File: src/rtl/ity_pkg.sv
// Shared types, token codes and the operator priority function
// for the infix-to-postfix reorder block. No dependencies.
package ity_pkg;

	localparam int STACK_DEPTH_DEF = 32;

	localparam logic [3:0] K_NUMBER   = 4'd0;
	localparam logic [3:0] K_VARIABLE = 4'd1;
	localparam logic [3:0] K_POSTFIX  = 4'd2;
	localparam logic [3:0] K_NEGATE   = 4'd3;
	localparam logic [3:0] K_FUNCTION = 4'd4;
	localparam logic [3:0] K_POWER    = 4'd5;
	localparam logic [3:0] K_OPEN     = 4'd6;
	localparam logic [3:0] K_CLOSE    = 4'd7;
	localparam logic [3:0] K_OPERATOR = 4'd8;
	localparam logic [3:0] K_END      = 4'd9;

	localparam logic [3:0] OP_PLUS   = 4'd0;
	localparam logic [3:0] OP_MINUS  = 4'd1;
	localparam logic [3:0] OP_TIMES  = 4'd2;
	localparam logic [3:0] OP_DIVIDE = 4'd3;
	localparam logic [3:0] OP_MOD    = 4'd4;

	localparam logic [1:0] ERR_NONE      = 2'd0;
	localparam logic [1:0] ERR_OVERFLOW  = 2'd1;
	localparam logic [1:0] ERR_UNMATCHED = 2'd2;

	typedef struct packed {
		logic [3:0] kind;
		logic [3:0] code;
	} entry_t;

	typedef struct packed {
		logic   we;
		entry_t data;
	} mem_wr_t;

	typedef struct packed {
		logic [3:0]  kind;
		logic [3:0]  code;
		logic [63:0] value;
		logic        eoe;
		logic [1:0]  err;
	} res_t;

	function automatic logic [1:0] prio(input logic [3:0] kind, input logic [3:0] code);
		logic [1:0] p;
		p = 2'd0;
		if (kind == K_OPERATOR) begin
			if (code == OP_PLUS || code == OP_MINUS) p = 2'd1;
			else if (code == OP_TIMES || code == OP_DIVIDE) p = 2'd2;
			else if (code == OP_MOD) p = 2'd3;
		end
		return p;
	endfunction

endpackage

File: src/rtl/ity_stack_mem.sv
// Operator stack storage: one write port, one registered read port.
// Depends on ity_pkg for the entry type.
module ity_stack_mem
	import ity_pkg::*;
#(
	parameter int STACK_DEPTH = STACK_DEPTH_DEF,
	parameter int AW = $clog2(STACK_DEPTH)
) (
	input  logic          clk,
	input  mem_wr_t       wr,
	input  logic [AW-1:0] waddr,
	input  logic [AW-1:0] raddr,
	output entry_t        rdata
);

	entry_t mem [STACK_DEPTH];
	entry_t rdata_q;

	always_ff @(posedge clk) begin
		if (wr.we) begin
			mem[waddr] <= wr.data;
		end
		rdata_q <= mem[raddr];
	end

	assign rdata = rdata_q;

endmodule

File: src/rtl/ity_seq.sv
// Token sequencer: dispatches each token, pushes and pops the stack
// memory, and produces result words. Depends on ity_pkg.
module ity_seq
	import ity_pkg::*;
#(
	parameter int STACK_DEPTH = STACK_DEPTH_DEF,
	parameter int AW = $clog2(STACK_DEPTH),
	parameter int CW = $clog2(STACK_DEPTH + 1)
) (
	input  logic          clk,
	input  logic          arst_n,
	input  logic          in_valid,
	output logic          in_ready,
	input  logic [3:0]    in_kind,
	input  logic [3:0]    in_code,
	input  logic [63:0]   in_value,
	input  logic          in_last,
	input  logic          out_free,
	output logic          emit,
	output res_t          emit_res,
	output mem_wr_t       mem_wr,
	output logic [AW-1:0] waddr,
	output logic [AW-1:0] raddr,
	input  entry_t        rdata
);

	localparam logic [3:0] S_IDLE   = 4'd0;
	localparam logic [3:0] S_PASS   = 4'd1;
	localparam logic [3:0] S_PUSH1  = 4'd2;
	localparam logic [3:0] S_PUSH2  = 4'd3;
	localparam logic [3:0] S_OPEN   = 4'd4;
	localparam logic [3:0] S_CLOSE  = 4'd5;
	localparam logic [3:0] S_CLFN   = 4'd6;
	localparam logic [3:0] S_OPER   = 4'd7;
	localparam logic [3:0] S_FLUSH  = 4'd8;
	localparam logic [3:0] S_END    = 4'd9;
	localparam logic [3:0] S_CLHOLD = 4'd10;

	logic [3:0]    state_q, state_d;
	logic [CW-1:0] cnt_q, cnt_d, cnt_m1;
	logic          top_ok_q, emitted_q, emitted_d;
	logic [3:0]    kind_q, code_q;
	logic [63:0]   value_q;
	logic          last_q;
	entry_t        hold_q;
	logic          cnt_zero, cnt_one, full_one, no_room2, top_is_fn;

	assign cnt_m1    = cnt_q - CW'(1);
	assign raddr     = cnt_m1[AW-1:0];
	assign waddr     = cnt_q[AW-1:0];
	assign cnt_zero  = (cnt_q == '0);
	assign cnt_one   = (cnt_q == CW'(1));
	assign full_one  = (cnt_q >= CW'(STACK_DEPTH));
	assign no_room2  = (({1'b0, cnt_q} + (CW+1)'(2)) > (CW+1)'(STACK_DEPTH));
	assign top_is_fn = (rdata.kind == K_NEGATE) || (rdata.kind == K_FUNCTION) ||
		(rdata.kind == K_POWER);
	assign in_ready  = (state_q == S_IDLE);

	always_comb begin
		state_d   = state_q;
		cnt_d     = cnt_q;
		emitted_d = emitted_q;
		emit      = 1'b0;
		emit_res  = '0;
		mem_wr    = '0;
		unique case (state_q)
			S_IDLE: begin
				if (in_valid) begin
					emitted_d = 1'b0;
					unique case (in_kind)
						K_NUMBER, K_VARIABLE, K_POSTFIX: state_d = S_PASS;
						K_NEGATE, K_FUNCTION, K_POWER:   state_d = S_PUSH1;
						K_OPEN:                          state_d = S_OPEN;
						K_CLOSE:                         state_d = S_CLOSE;
						K_OPERATOR:                      state_d = S_OPER;
						default:                         state_d = S_END;
					endcase
				end
			end
			S_PASS: begin
				if (out_free) begin
					emit           = 1'b1;
					emit_res.kind  = kind_q;
					emit_res.code  = (kind_q == K_POSTFIX) ? code_q : 4'd0;
					emit_res.value = (kind_q == K_NUMBER) ? value_q : 64'd0;
					emit_res.eoe   = last_q && cnt_zero;
					emit_res.err   = ERR_NONE;
					emitted_d      = 1'b1;
					state_d        = S_END;
				end
			end
			S_PUSH1: begin
				if (no_room2) begin
					if (out_free) begin
						emit          = 1'b1;
						emit_res.kind = kind_q;
						emit_res.code = code_q;
						emit_res.eoe  = last_q && cnt_zero;
						emit_res.err  = ERR_OVERFLOW;
						emitted_d     = 1'b1;
						state_d       = S_END;
					end
				end else begin
					mem_wr.we        = 1'b1;
					mem_wr.data.kind = kind_q;
					mem_wr.data.code = code_q;
					cnt_d            = cnt_q + CW'(1);
					state_d          = S_PUSH2;
				end
			end
			S_PUSH2: begin
				mem_wr.we        = 1'b1;
				mem_wr.data.kind = K_OPEN;
				mem_wr.data.code = 4'd0;
				cnt_d            = cnt_q + CW'(1);
				state_d          = S_END;
			end
			S_OPEN: begin
				if (full_one) begin
					if (out_free) begin
						emit          = 1'b1;
						emit_res.kind = kind_q;
						emit_res.code = code_q;
						emit_res.eoe  = last_q && cnt_zero;
						emit_res.err  = ERR_OVERFLOW;
						emitted_d     = 1'b1;
						state_d       = S_END;
					end
				end else begin
					mem_wr.we        = 1'b1;
					mem_wr.data.kind = K_OPEN;
					mem_wr.data.code = 4'd0;
					cnt_d            = cnt_q + CW'(1);
					state_d          = S_END;
				end
			end
			S_CLOSE: begin
				if (cnt_zero) begin
					if (out_free) begin
						emit          = 1'b1;
						emit_res.kind = K_CLOSE;
						emit_res.code = code_q;
						emit_res.eoe  = last_q;
						emit_res.err  = ERR_UNMATCHED;
						emitted_d     = 1'b1;
						state_d       = S_END;
					end
				end else if (top_ok_q) begin
					if (rdata.kind != K_OPEN) begin
						if (last_q && (cnt_q == CW'(2))) begin
							// hold the word until the bottom entry is known
							cnt_d   = cnt_m1;
							state_d = S_CLHOLD;
						end else if (out_free) begin
							emit          = 1'b1;
							emit_res.kind = rdata.kind;
							emit_res.code = rdata.code;
							emitted_d     = 1'b1;
							cnt_d         = cnt_m1;
						end
					end else begin
						cnt_d   = cnt_m1;
						state_d = S_CLFN;
					end
				end
			end
			S_CLHOLD: begin
				if (top_ok_q && out_free) begin
					emit          = 1'b1;
					emit_res.kind = hold_q.kind;
					emit_res.code = hold_q.code;
					emit_res.eoe  = (rdata.kind == K_OPEN);
					emitted_d     = 1'b1;
					state_d       = S_CLOSE;
				end
			end
			S_CLFN: begin
				if (cnt_zero) begin
					state_d = S_END;
				end else if (top_ok_q) begin
					if (top_is_fn) begin
						if (out_free) begin
							emit          = 1'b1;
							emit_res.kind = rdata.kind;
							emit_res.code = rdata.code;
							emit_res.eoe  = last_q && cnt_one;
							emitted_d     = 1'b1;
							cnt_d         = cnt_m1;
							state_d       = S_END;
						end
					end else begin
						state_d = S_END;
					end
				end
			end
			S_OPER: begin
				if (!cnt_zero && !top_ok_q) begin
					state_d = S_OPER;
				end else if (!cnt_zero &&
					(prio(K_OPERATOR, code_q) <= prio(rdata.kind, rdata.code))) begin
					if (out_free) begin
						emit          = 1'b1;
						emit_res.kind = rdata.kind;
						emit_res.code = rdata.code;
						emitted_d     = 1'b1;
						cnt_d         = cnt_m1;
					end
				end else if (full_one) begin
					if (out_free) begin
						emit          = 1'b1;
						emit_res.kind = K_OPERATOR;
						emit_res.code = code_q;
						emit_res.eoe  = last_q && cnt_zero;
						emit_res.err  = ERR_OVERFLOW;
						emitted_d     = 1'b1;
						state_d       = S_END;
					end
				end else begin
					mem_wr.we        = 1'b1;
					mem_wr.data.kind = K_OPERATOR;
					mem_wr.data.code = code_q;
					cnt_d            = cnt_q + CW'(1);
					state_d          = S_END;
				end
			end
			S_FLUSH: begin
				if (cnt_zero) begin
					state_d = S_IDLE;
				end else if (top_ok_q && out_free) begin
					emit          = 1'b1;
					emit_res.kind = rdata.kind;
					emit_res.code = rdata.code;
					emit_res.eoe  = cnt_one;
					emitted_d     = 1'b1;
					cnt_d         = cnt_m1;
					if (cnt_one) state_d = S_IDLE;
				end
			end
			S_END: begin
				if (last_q && !cnt_zero) begin
					state_d = S_FLUSH;
				end else if (last_q && !emitted_q) begin
					if (out_free) begin
						emit          = 1'b1;
						emit_res.kind = K_END;
						emit_res.eoe  = 1'b1;
						emitted_d     = 1'b1;
						state_d       = S_IDLE;
					end
				end else begin
					state_d = S_IDLE;
				end
			end
			default: state_d = S_IDLE;
		endcase
	end

	always_ff @(posedge clk or negedge arst_n) begin
		if (!arst_n) begin
			state_q   <= S_IDLE;
			cnt_q     <= '0;
			top_ok_q  <= 1'b0;
			emitted_q <= 1'b0;
		end else begin
			state_q   <= state_d;
			cnt_q     <= cnt_d;
			top_ok_q  <= (cnt_d == cnt_q) && !mem_wr.we;
			emitted_q <= emitted_d;
		end
	end

	always_ff @(posedge clk) begin
		if (in_valid && in_ready) begin
			kind_q  <= in_kind;
			code_q  <= in_code;
			value_q <= in_value;
			last_q  <= in_last;
		end
		if (state_q == S_CLOSE) begin
			hold_q <= rdata;
		end
	end

endmodule

File: src/rtl/infix_to_postfix_reorder.sv
// Infix-to-postfix reorder: an accepted token is latched, then a pass-through
// word is emitted from the PASS state into the output register. A push writes
// the stack directly; each pop waits for the registered read of the stack memory
// after every stack pointer update. A new token is taken only once the last is done.
// Reset clears the stack pointer and control; stack memory is not cleared.
// Depends on ity_pkg, ity_stack_mem and ity_seq.
module infix_to_postfix_reorder
	import ity_pkg::*;
#(
	parameter int STACK_DEPTH = STACK_DEPTH_DEF
) (
	input  logic        clk,
	input  logic        arst_n,
	input  logic        s_tvalid,
	output logic        s_tready,
	input  logic [71:0] s_tdata,  // [3:0] token_code, [67:4] number_value, rest zero
	input  logic [3:0]  s_tuser,  // [3:0] token_kind
	input  logic        s_tlast,  // last_token
	output logic        m_tvalid,
	input  logic        m_tready,
	output logic [71:0] m_tdata,  // [3:0] out_code, [67:4] out_value, rest zero
	output logic [5:0]  m_tuser,  // [3:0] out_kind, [5:4] error_code
	output logic        m_tlast   // end_of_expression
);

	localparam int AW = $clog2(STACK_DEPTH);
	localparam int CW = $clog2(STACK_DEPTH + 1);

	mem_wr_t       mem_wr;
	logic [AW-1:0] waddr, raddr;
	entry_t        rdata;
	logic          emit, out_free;
	res_t          emit_res;
	logic          ov_q;
	res_t          res_q;

	ity_stack_mem #(
		.STACK_DEPTH(STACK_DEPTH),
		.AW         (AW)
	) u_mem (
		.clk  (clk),
		.wr   (mem_wr),
		.waddr(waddr),
		.raddr(raddr),
		.rdata(rdata)
	);

	ity_seq #(
		.STACK_DEPTH(STACK_DEPTH),
		.AW         (AW),
		.CW         (CW)
	) u_seq (
		.clk     (clk),
		.arst_n  (arst_n),
		.in_valid(s_tvalid),
		.in_ready(s_tready),
		.in_kind (s_tuser),
		.in_code (s_tdata[3:0]),
		.in_value(s_tdata[67:4]),
		.in_last (s_tlast),
		.out_free(out_free),
		.emit    (emit),
		.emit_res(emit_res),
		.mem_wr  (mem_wr),
		.waddr   (waddr),
		.raddr   (raddr),
		.rdata   (rdata)
	);

	assign out_free = !ov_q || m_tready;

	always_ff @(posedge clk or negedge arst_n) begin
		if (!arst_n) begin
			ov_q <= 1'b0;
		end else if (emit) begin
			ov_q <= 1'b1;
		end else if (m_tready) begin
			ov_q <= 1'b0;
		end
	end

	always_ff @(posedge clk) begin
		if (emit) begin
			res_q <= emit_res;
		end
	end

	assign m_tvalid = ov_q;
	assign m_tdata  = {4'd0, res_q.value, res_q.code};
	assign m_tuser  = {res_q.err, res_q.kind};
	assign m_tlast  = res_q.eoe;

endmodule

File: config.mk
export PLATFORM = sky130hd
export DESIGN_NAME = infix_to_postfix_reorder
export DESIGN_NICKNAME = d
export VERILOG_FILES = /design/src/rtl/ity_pkg.sv /design/src/rtl/ity_stack_mem.sv /design/src/rtl/ity_seq.sv /design/src/rtl/infix_to_postfix_reorder.sv
export SDC_FILE = /design/constraint.sdc
export NUM_CORES = 1
export LEC_CHECK = 0
export CAP_MARGIN = 20
export CORE_MARGIN = 4
export CORE_UTILIZATION = 53
export CTS_CLUSTER_DIAMETER = 150
export DETAILED_ROUTE_END_ITERATION = 8
export DONT_BUFFER_PORTS = 1
export GPL_ROUTABILITY_DRIVEN = 0
export PLACE_DENSITY = 0.78
export SLEW_MARGIN = 30
export SYNTH_ARGS = -nofsm -noshare
export SYNTH_HDL_FRONTEND = slang
export SYNTH_HIERARCHICAL = 1
export SYNTH_SLANG_ARGS = --single-unit
File: constraint.sdc
create_clock -name clk -period 8.08 [get_ports clk]
set_clock_uncertainty 0.1 [all_clocks]
set_input_delay 0.808 -clock clk [delete_from_list [all_inputs] [get_ports clk]]
set_output_delay 0.808 -clock clk [all_outputs]
set_load 0.02 [all_outputs]
* Word level (Yosys, flattened, before mapping) *
Memories as Yosys holds them, arrays and structs flattened. A register that Yosys moved wholly into a read port is not among the register bits.
Cells that the tools add are included.

word-level totals
  flip-flop bits (word level) = 169
  bits in writable memories = 256
  ROM bits = 64
  word-level logic and storage cells = 238
  memories kept = 2

operators by class
  add/subtract/negate cells = 3
  $lt $le $gt $ge = 3
  eq/ne operators = 47
  muxes and demuxes = 135
  reductions and logical operators = 32

memories
  memory            words  bits a word  read ports  clocked after memory_dff  write ports  RTL line             RTL
  u_mem.mem         32     8            1           1                         1            ity_stack_mem.sv:16  entry_t mem [STACK_DEPTH];
  (name not given)  16     4            1           0                         0            ity_seq.sv:70        unique case (in_kind)

operators with widths
  operator                                       count
  2-to-1 mux 8 bit                               18
  2-to-1 mux 4 bit                               24
  2-to-1 mux 6 bit                               14
  2-to-1 mux 75 bit                              1
  2-to-1 mux 64 bit                              1
  2-to-1 mux 9 bit                               5
  2-to-1 mux 1 bit                               44
  case mux 4 bit (11 select lines)               1
  case mux 6 bit (7 select lines)                1
  == test 4 x 3 -> 1 bit, second input constant  9
  case mux 4 bit (9 select lines)                1
  case mux 9 bit (4 select lines)                1
  == test 4 x 2 -> 1 bit, second input constant  8
  case mux 4 bit (8 select lines)                1
  2-to-1 mux 2 bit                               11
  2-to-1 mux 3 bit                               7
  case mux 1 bit (9 select lines)                2
  == test 4 bit, second input constant           4
  zero test 4 bit                                4
  != test 3 x 1 -> 1 bit, second input constant  5
  AND reduction 13 bit                           1
  == test 4 x 1 -> 1 bit, second input constant  3
  logical AND 1 bit                              10
  != test 2 x 1 -> 1 bit, second input constant  5
  23 further kinds                               39

* Logic depth before layout (Yosys ltp) *
Gate-level depths: netlist (run 1).

  depth in word-level cells = 14
  mapped depth = 13
  depth with buffers taken out = 12

* Cells and area by module *
The synthesis (run 1) kept the hierarchy.

modules (own cells, without submodules)
  module                    times used  cells an instance  area each (sq um)  seq. area each (sq um)
  ity_stack_mem             1           417                10053.4            7847.5
  ity_seq                   1           560                5477.8             2732.6
  infix_to_postfix_reorder  1           83                 2333.5             2277.2

* Least setup slack after synthesis (run 1) *
OpenSTA, ideal clock, no wires.

  path kind = reg2reg
  start point = reg u_seq.cnt_q[0]
  end point = reg ov_q (netlist: m_tvalid)
  setup time = 0.089 ns
  arrival = 5.699 ns
  data required time = 7.891 ns
  slack = 2.192 ns
  cell stages (with the launch flop) = 9
  path through = dfrtp_1 clkbuf_1 inv_1 ha_1 nand2_2 clkbuf_1 a21oi_1 o211ai_1 nand2b_2

on the way
  longest elaborated chain between the ends = 8

ends and longest elaborated chain
  element                                                       RTL line                        RTL
  start, declared                                               ity_seq.sv:40                   logic [CW-1:0] cnt_q, cnt_d, cnt_m1;
  start signal, assigned                                        ity_seq.sv:266                  cnt_q <= cnt_d;
  branches (longest 6 deep; another with adder 6 x 2 -> 7 bit)  --
  case mux 1 bit (9 select lines) *                             ity_seq.sv:66                   unique case (state_q)
  named net emit                                                infix_to_postfix_reorder.sv:32  logic emit, out_free;
  2-to-1 mux 1 bit or nonzero test 2 bit (tied branches)        --
  end signal, assigned                                          infix_to_postfix_reorder.sv:74  ov_q <= 1'b0;
  end signal, assigned                                          infix_to_postfix_reorder.sv:76  ov_q <= 1'b1;
  end signal, assigned                                          infix_to_postfix_reorder.sv:78  ov_q <= 1'b0;
  end, declared                                                 infix_to_postfix_reorder.sv:34  logic ov_q;

Mark *: on every way through the listed nets, which the timed path passes.
A chain may end at the register's enable or synchronous reset.

==> results.yml, run 1 <==
route:
  avgRoutedWirePerCell_um: 25.4
  dr_wl_met3_um: 4140
  dr.max_layer_used: "met4"
  drt_iter0_drc: 1202
  drc_errors: 0
  ant_nets: 0
  wirelength_um: 39000
  vias_per_cell: 6.34
  wl_met2_um: 18800
  drt_first_pass_iters: 5
  via_count: 9723
  met1Wirelength_um: 15100
worst_hold_path:
  hold_class: "in -> reg"
yosys:
  synth_top_area_cell: "edfxtp_1"
  synth-seq-cells: 433
  synth-async-reset-ratio: 0.0300
  synthCells: 1060
  avgSynthCellArea_um2: 16.9
  ys_seq_area_frac: 0.720
  yosysTopAreaCellShare: 0.693
  yosysWarnings: 6
  ys.flop_type: "edfxtp_1"
  synth-edff-count: 412
  yosys-top-cells-area: "edfxtp_1 69%, mux4_2 10%, and2_1 2.4%"
  syn-cell-area_um2: 17900
  ys_types: 74
clock_network:
  cts_resized: 0
  clk_latency_ns: 0.53
  cts_made_buffers: 42
  htree_levels: 2
  cts_tree: "yes"
  cts_sinks: 433
  clk_path_buf_depth: 3
  post-cts-setup-buffer-count: 0
  ctsHoldBuffers: 1
  clk_pin_slew_worst_paths_ns: 0.06
  cts_root_buffer: "clkbuf_16"
power:
  power.total_mw: 7.66
  p_leak_nw: 6.15
  peakVddDrop_uv: 261
  p_per_area_nw_per_um2: 389
finish:
  final_cell_mix: "412 x edfxtp_1, 80 x mux4_2, 75 x nor2_1"
  final_area_um2: 19700
  diodes: 0
  final_common_cell: "edfxtp_1"
  drive_gt1_frac: 0.174
  area_growth_pct: 10.2
  nets: 1149
timing:
  slew_headroom: 0.372
  report.final.slew_viol_count: 0
  max_freq_mhz: 222
  finalSetupViolations: 0
  fin_crit_sh: 0.557
  hold_viol: 0
  setup_tns_ns: 0
  min_period_ns: 4.50
  tightest_slew_ns: 0.941
  rsz0062_at_grt: "false"
critical_path:
  cp_cell_sequence: "nor4_4, nand2_2, a21oi_1, nor2_1, o21ai_0, nand3b_1, nor2_1"
  critPathLaunchType: "flop"
  critPathKind: "reg -> reg"
  crit_slowest_cell: "nor2_1"
  crit_fanout: 19
  crit_arrival_ns: 4.55
  worst_path_most_repeated_cell: "nor2_1"
  critPathCaptureType: "flop"
  critical_path.top_delay_family: "simple AND/OR/NAND/NOR gates"
  required_ns: 8.13
  max_stage_delay_ns: 0.79
  path_buf_inv: 0
die:
  dieArea_um2: 36700
  placement_rows: 66
  die_h_um: 192
  die_w_um: 192
  core-area_um2: 32900
  initial_core_util: 0.544
  boundaryPins: 162
run:
  cap_violations: 0
global_route:
  antenna_found_initial: 0
  grt_pass1_vias: 9420
  track_usage: 0.209
  grt_pass1_wl_um: 58500
  overflow: 0
  grt_max_degree: 77
place:
  placed_area_um2: 18300
  dp_hpwl_um: 24700
  portBuffers: 0
status:
  status: "finished clean"
==> registers in the layout, indices dropped and copies added, names as in the netlist, 4 cells and up <==
register and flops:
u_mem/mem 256, m_tdata 68, u_seq/value_q 64, u_mem/rdata 8, u_seq/hold_q 8, m_tuser 6, u_seq/cnt_q 6, u_seq/code_q 4
u_seq/kind_q 4, u_seq/state_q 4
==> metrics by stage <==
stage                     utilization  worst slack, ns  hold slack [ns]  instances
final                           0.599             3.58            0.266       1534
after floorplan                     -             2.19            0.330       1063
after global placement          0.556             3.70            0.359       1458
after global routing            0.599             3.26            0.233       1534
after CTS                       0.599             3.65            0.239       1534
after detailed placement        0.556             3.67            0.376       1458
==> kinds of logic after synthesis <==
kind of cell             share of synthesized area
AO/OA/AOI/OAI                               0.0579
AND/OR/NAND/NOR                             0.0844
buffers and inverters                       0.0217
multiplexers                                 0.108
flip-flops                                   0.720
other                                     0.000210
adder cells (fa/ha/maj)                    0.00490
XOR/XNOR                                   0.00294
==> final timing paths <==
check | start | endpoint | slack, ns | depth (start not counted)
min in group asynchronous | arst_n | u_seq/cnt_q[2] | 0.68 | 1
worst max register to register | u_seq/cnt_q[3] | u_mem/mem[2][4] | 3.58 | 7
worst min register to register | u_mem/rdata[1] | u_seq/hold_q[1] | 0.40 | 0
max in group asynchronous | arst_n | u_seq/state_q[1] | 6.73 | 1
worst min-delay path | s_tdata[35] | u_seq/value_q[31] | 0.27 | 0
worst max-delay path | u_seq/cnt_q[3] | u_mem/mem[2][4] | 3.58 | 7
==> final cells by class <==
class                           instances  area (um2)
Multi-Input combinational cell        550        4690
Clock inverter                         22         284
Clock buffer                           53        1110
Inverter                               18        70.1
Fill cell                            2419       13200
Sequential cell                       433       12900
Timing Repair Buffer                   16         126
Tap cell                              442         553
==> routing by layer <==
metal,vias up,track usage
met5,-,0
met4,0,0.0461
met3,91,0.0500
met2,607,0.339
met1,4849,0.295
li1,4176,-
==> cells in the mapped netlist (8+ instances only) <==
cell type and n:
nand3_1 13, a21o_1 9, a31oi_1 10, buf_4 17, clkbuf_1 30, mux2_2 9
nor3_1 21, nand2b_1 10, and2_1 68, nand2_1 45, o22ai_1 8, o21ai_0 26
dfrtp_1 13, nor2_1 78, a21oi_1 47, inv_1 17, edfxtp_1 412, dfxtp_1 8
mux4_2 80
==> report_power, final <==
group	switching (mW)	internal [mW]	total [mW]
sequential	0.545	3.01	3.55
combinational	1.28	0.870	2.15
clock	0.781	1.17	1.95
Power figures use the tool's default switching activity.
==> run 2: changes to the inputs <==
PLACE_DENSITY = 0.81   (was 0.78)
clock period = 3.8 ns   (was 8.08 ns; I/O delays follow)
==> run 2 against run 1 <==
- sequential share of layout area fell by 4.2 points
- setup slack got worse by 3.3 ns
- cell area is 6.9% higher
- critical path type unchanged
- highest routed layer unchanged
==> results.yml, run 2 (same netlist as run 1, synthesis figures left out) <==
clock_network:
  cts_tree: "yes"
  clk_latency_ns: 0.55
  cts_sinks: 433
  cts_root_buffer: "clkbuf_16"
  clk_pin_slew_worst_paths_ns: 0.07
  clk_path_buf_depth: 3
  htree_levels: 2
  cts_made_buffers: 42
route:
  wirelength_um: 43200
  vias_per_cell: 6.29
  avgRoutedWirePerCell_um: 25.7
  via_count: 10587
  ant_nets: 0
  drt_iter0_drc: 1453
  drc_errors: 0
  drt_first_pass_iters: 6
global_route:
  grt_pass1_vias: 10219
  grt_pass1_wl_um: 64600
  antenna_found_initial: 0
  track_usage: 0.234
  grt_max_degree: 45
  overflow: 0
die:
  placement_rows: 66
  dieArea_um2: 36700
  initial_core_util: 0.544
  boundaryPins: 162
  core-area_um2: 32900
  die_w_um: 192
  die_h_um: 192
finish:
  multi_input_area_um2: 4730
  largest_reg_flops: 256
  drive_gt1_frac: 0.218
  fillers: 2179
  area_growth_pct: 17.9
  final_common_cell: "edfxtp_1"
  diodes: 0
  final_cell_mix: "412 x edfxtp_1, 83 x buf_4, 80 x mux4_2"
  nets: 1296
  utilization: 0.641
  final_area_um2: 21100
  top_register: "u_mem/mem"
  regArea_um2: 12900
timing:
  fin_crit_sh: 0.932
  report.final.slew_viol_count: 0
  hold_slack_ns: 0.0938
  min_period_ns: 3.54
  setup_tns_ns: 0
  tightest_slew_ns: 0.884
  max_freq_mhz: 282
  rsz0062_at_grt: "false"
  finalSetupViolations: 0
  hold_viol: 0
  slew_headroom: 0.408
power:
  p_leak_nw: 6.87
  peakVddDrop_uv: 594
  power.total_mw: 16.9
  p_per_area_nw_per_um2: 801
run:
  cap_violations: 0
critical_path:
  required_ns: 3.95
  crit_slowest_cell: "or3b_2"
  worst_path_most_repeated_cell: "nor2_1"
  ff2ff_setup_slack_ns: 0.26
  timing.rr.start: "u_mem/rdata[3]"
  critPathCaptureType: "flop"
  critPathKind: "reg -> reg"
  cp_cell_sequence: "nor4_1, nand3_1, ha_1, nor2b_1, o211ai_1, a21oi_2, nor2_1, o21ai_0, or3b_2, nor2_1, buf_4"
  crit_fanout: 8
  crit_arrival_ns: 3.69
  rr_worst_depth: 11
  rr_endpoint: "u_mem/mem[0][3]"
  critPathLaunchType: "flop"
  cp-startpoint: "u_mem/rdata[3]"
  max_stage_delay_ns: 0.63
place:
  dp_hpwl_um: 26900
  placed_area_um2: 18900
  portBuffers: 0
worst_hold_path:
  hold-path-endpoint: "u_seq/state_q[2]"
  min_from: "s_tuser[3]"
  hold_class: "in -> reg"
  whs_path_depth: 4
status:
  status: "finished clean"
[run 2: changes by cell type in the layout (fill, tap and decap cells not counted), moves of 2 or more]
| cell | before | now |
|---|---|---|
| a21o_1 | 7 | 9 |
| a21o_2 | 3 | 1 |
| buf_12 | 0 | 6 |
| buf_4 | 14 | 83 |
| bufinv_16 | 6 | 4 |
| clkbuf_1 | 10 | 4 |
| clkinv_1 | 8 | 10 |
| clkinv_2 | 4 | 9 |
| dlygate4sd3_1 | 1 | 74 |
| ha_1 | 7 | 5 |
| ha_4 | 0 | 2 |
| inv_6 | 0 | 3 |
| inv_8 | 0 | 2 |
[run 2: final cells by class]
cell class              count  area share
clock inverters            31      0.0135
multi-input cells         550       0.225
repair buffers            163      0.0705
well taps                 442      0.0263
inverters                  18     0.00357
flip-flops and latches    433       0.611
clock buffers              46      0.0506
[run 2: stage by stage]
| step | setup slack (ns) | cells |
|---|---|---|
| 4_1_cts | 0.173 | 1681 |
| 3_3_place_gp | 0.424 | 1530 |
| 5_1_grt | 0.0620 | 1683 |
| 2_1_floorplan | -1.68 | 1063 |
| 6_report | 0.257 | 1683 |
| 3_5_place_dp | 0.257 | 1530 |
[run 2: critical path, delay by kind of cell, from the launching register on]
| family | cells | cell delay [ns] |
|---|---|---|
| simple gates | 6 | 1.61 |
| fa+ha+maj | 1 | 0.32 |
| flops | 1 | 0.34 |
| buf+inv | 1 | 0.21 |
| compound gates | 3 | 0.66 |
[run 2: worst max-delay path by stage]
| stage | endpoint | slack [ns] | depth (start not counted) |
|---|---|---|---|
| finish | u_mem/mem[0][3] | 0.26 | 11 |
| global route | u_mem/mem[0][0] | 0.06 | 11 |
| CTS | u_mem/mem[10][4] | 0.17 | 12 |
| detailed placement | u_mem/mem[10][4] | 0.26 | 12 |
| global placement | u_mem/mem[20][6] | 0.42 | 11 |
| floorplan | m_tvalid | -1.68 | 7 |
[run 2: routing by layer]
metal / wire, um / GRT usage
met3: 4570 / 0.0536
met5: 0 / 0
met2: 21200 / 0.390
met1: 16200 / 0.318
met4: 1210 / 0.0550
[run 2: what timing repair did]
item / in CTS / in global routing
hold endpoints to repair: 86 / 0
endpoints found under the setup margin: 0 / 130
hold buffers: 74 / 0
buffers inserted: 0 / 2
resized for setup: 0 / 2
[run 2: power by group]
group / switching, mW / total [mW] / internal, mW
Clock: 1.76 / 4.09 / 2.32
Combinational: 3.08 / 5.35 / 2.26
Sequential: 1.05 / 7.42 / 6.37
Total: 5.90 / 16.9 / 11.0
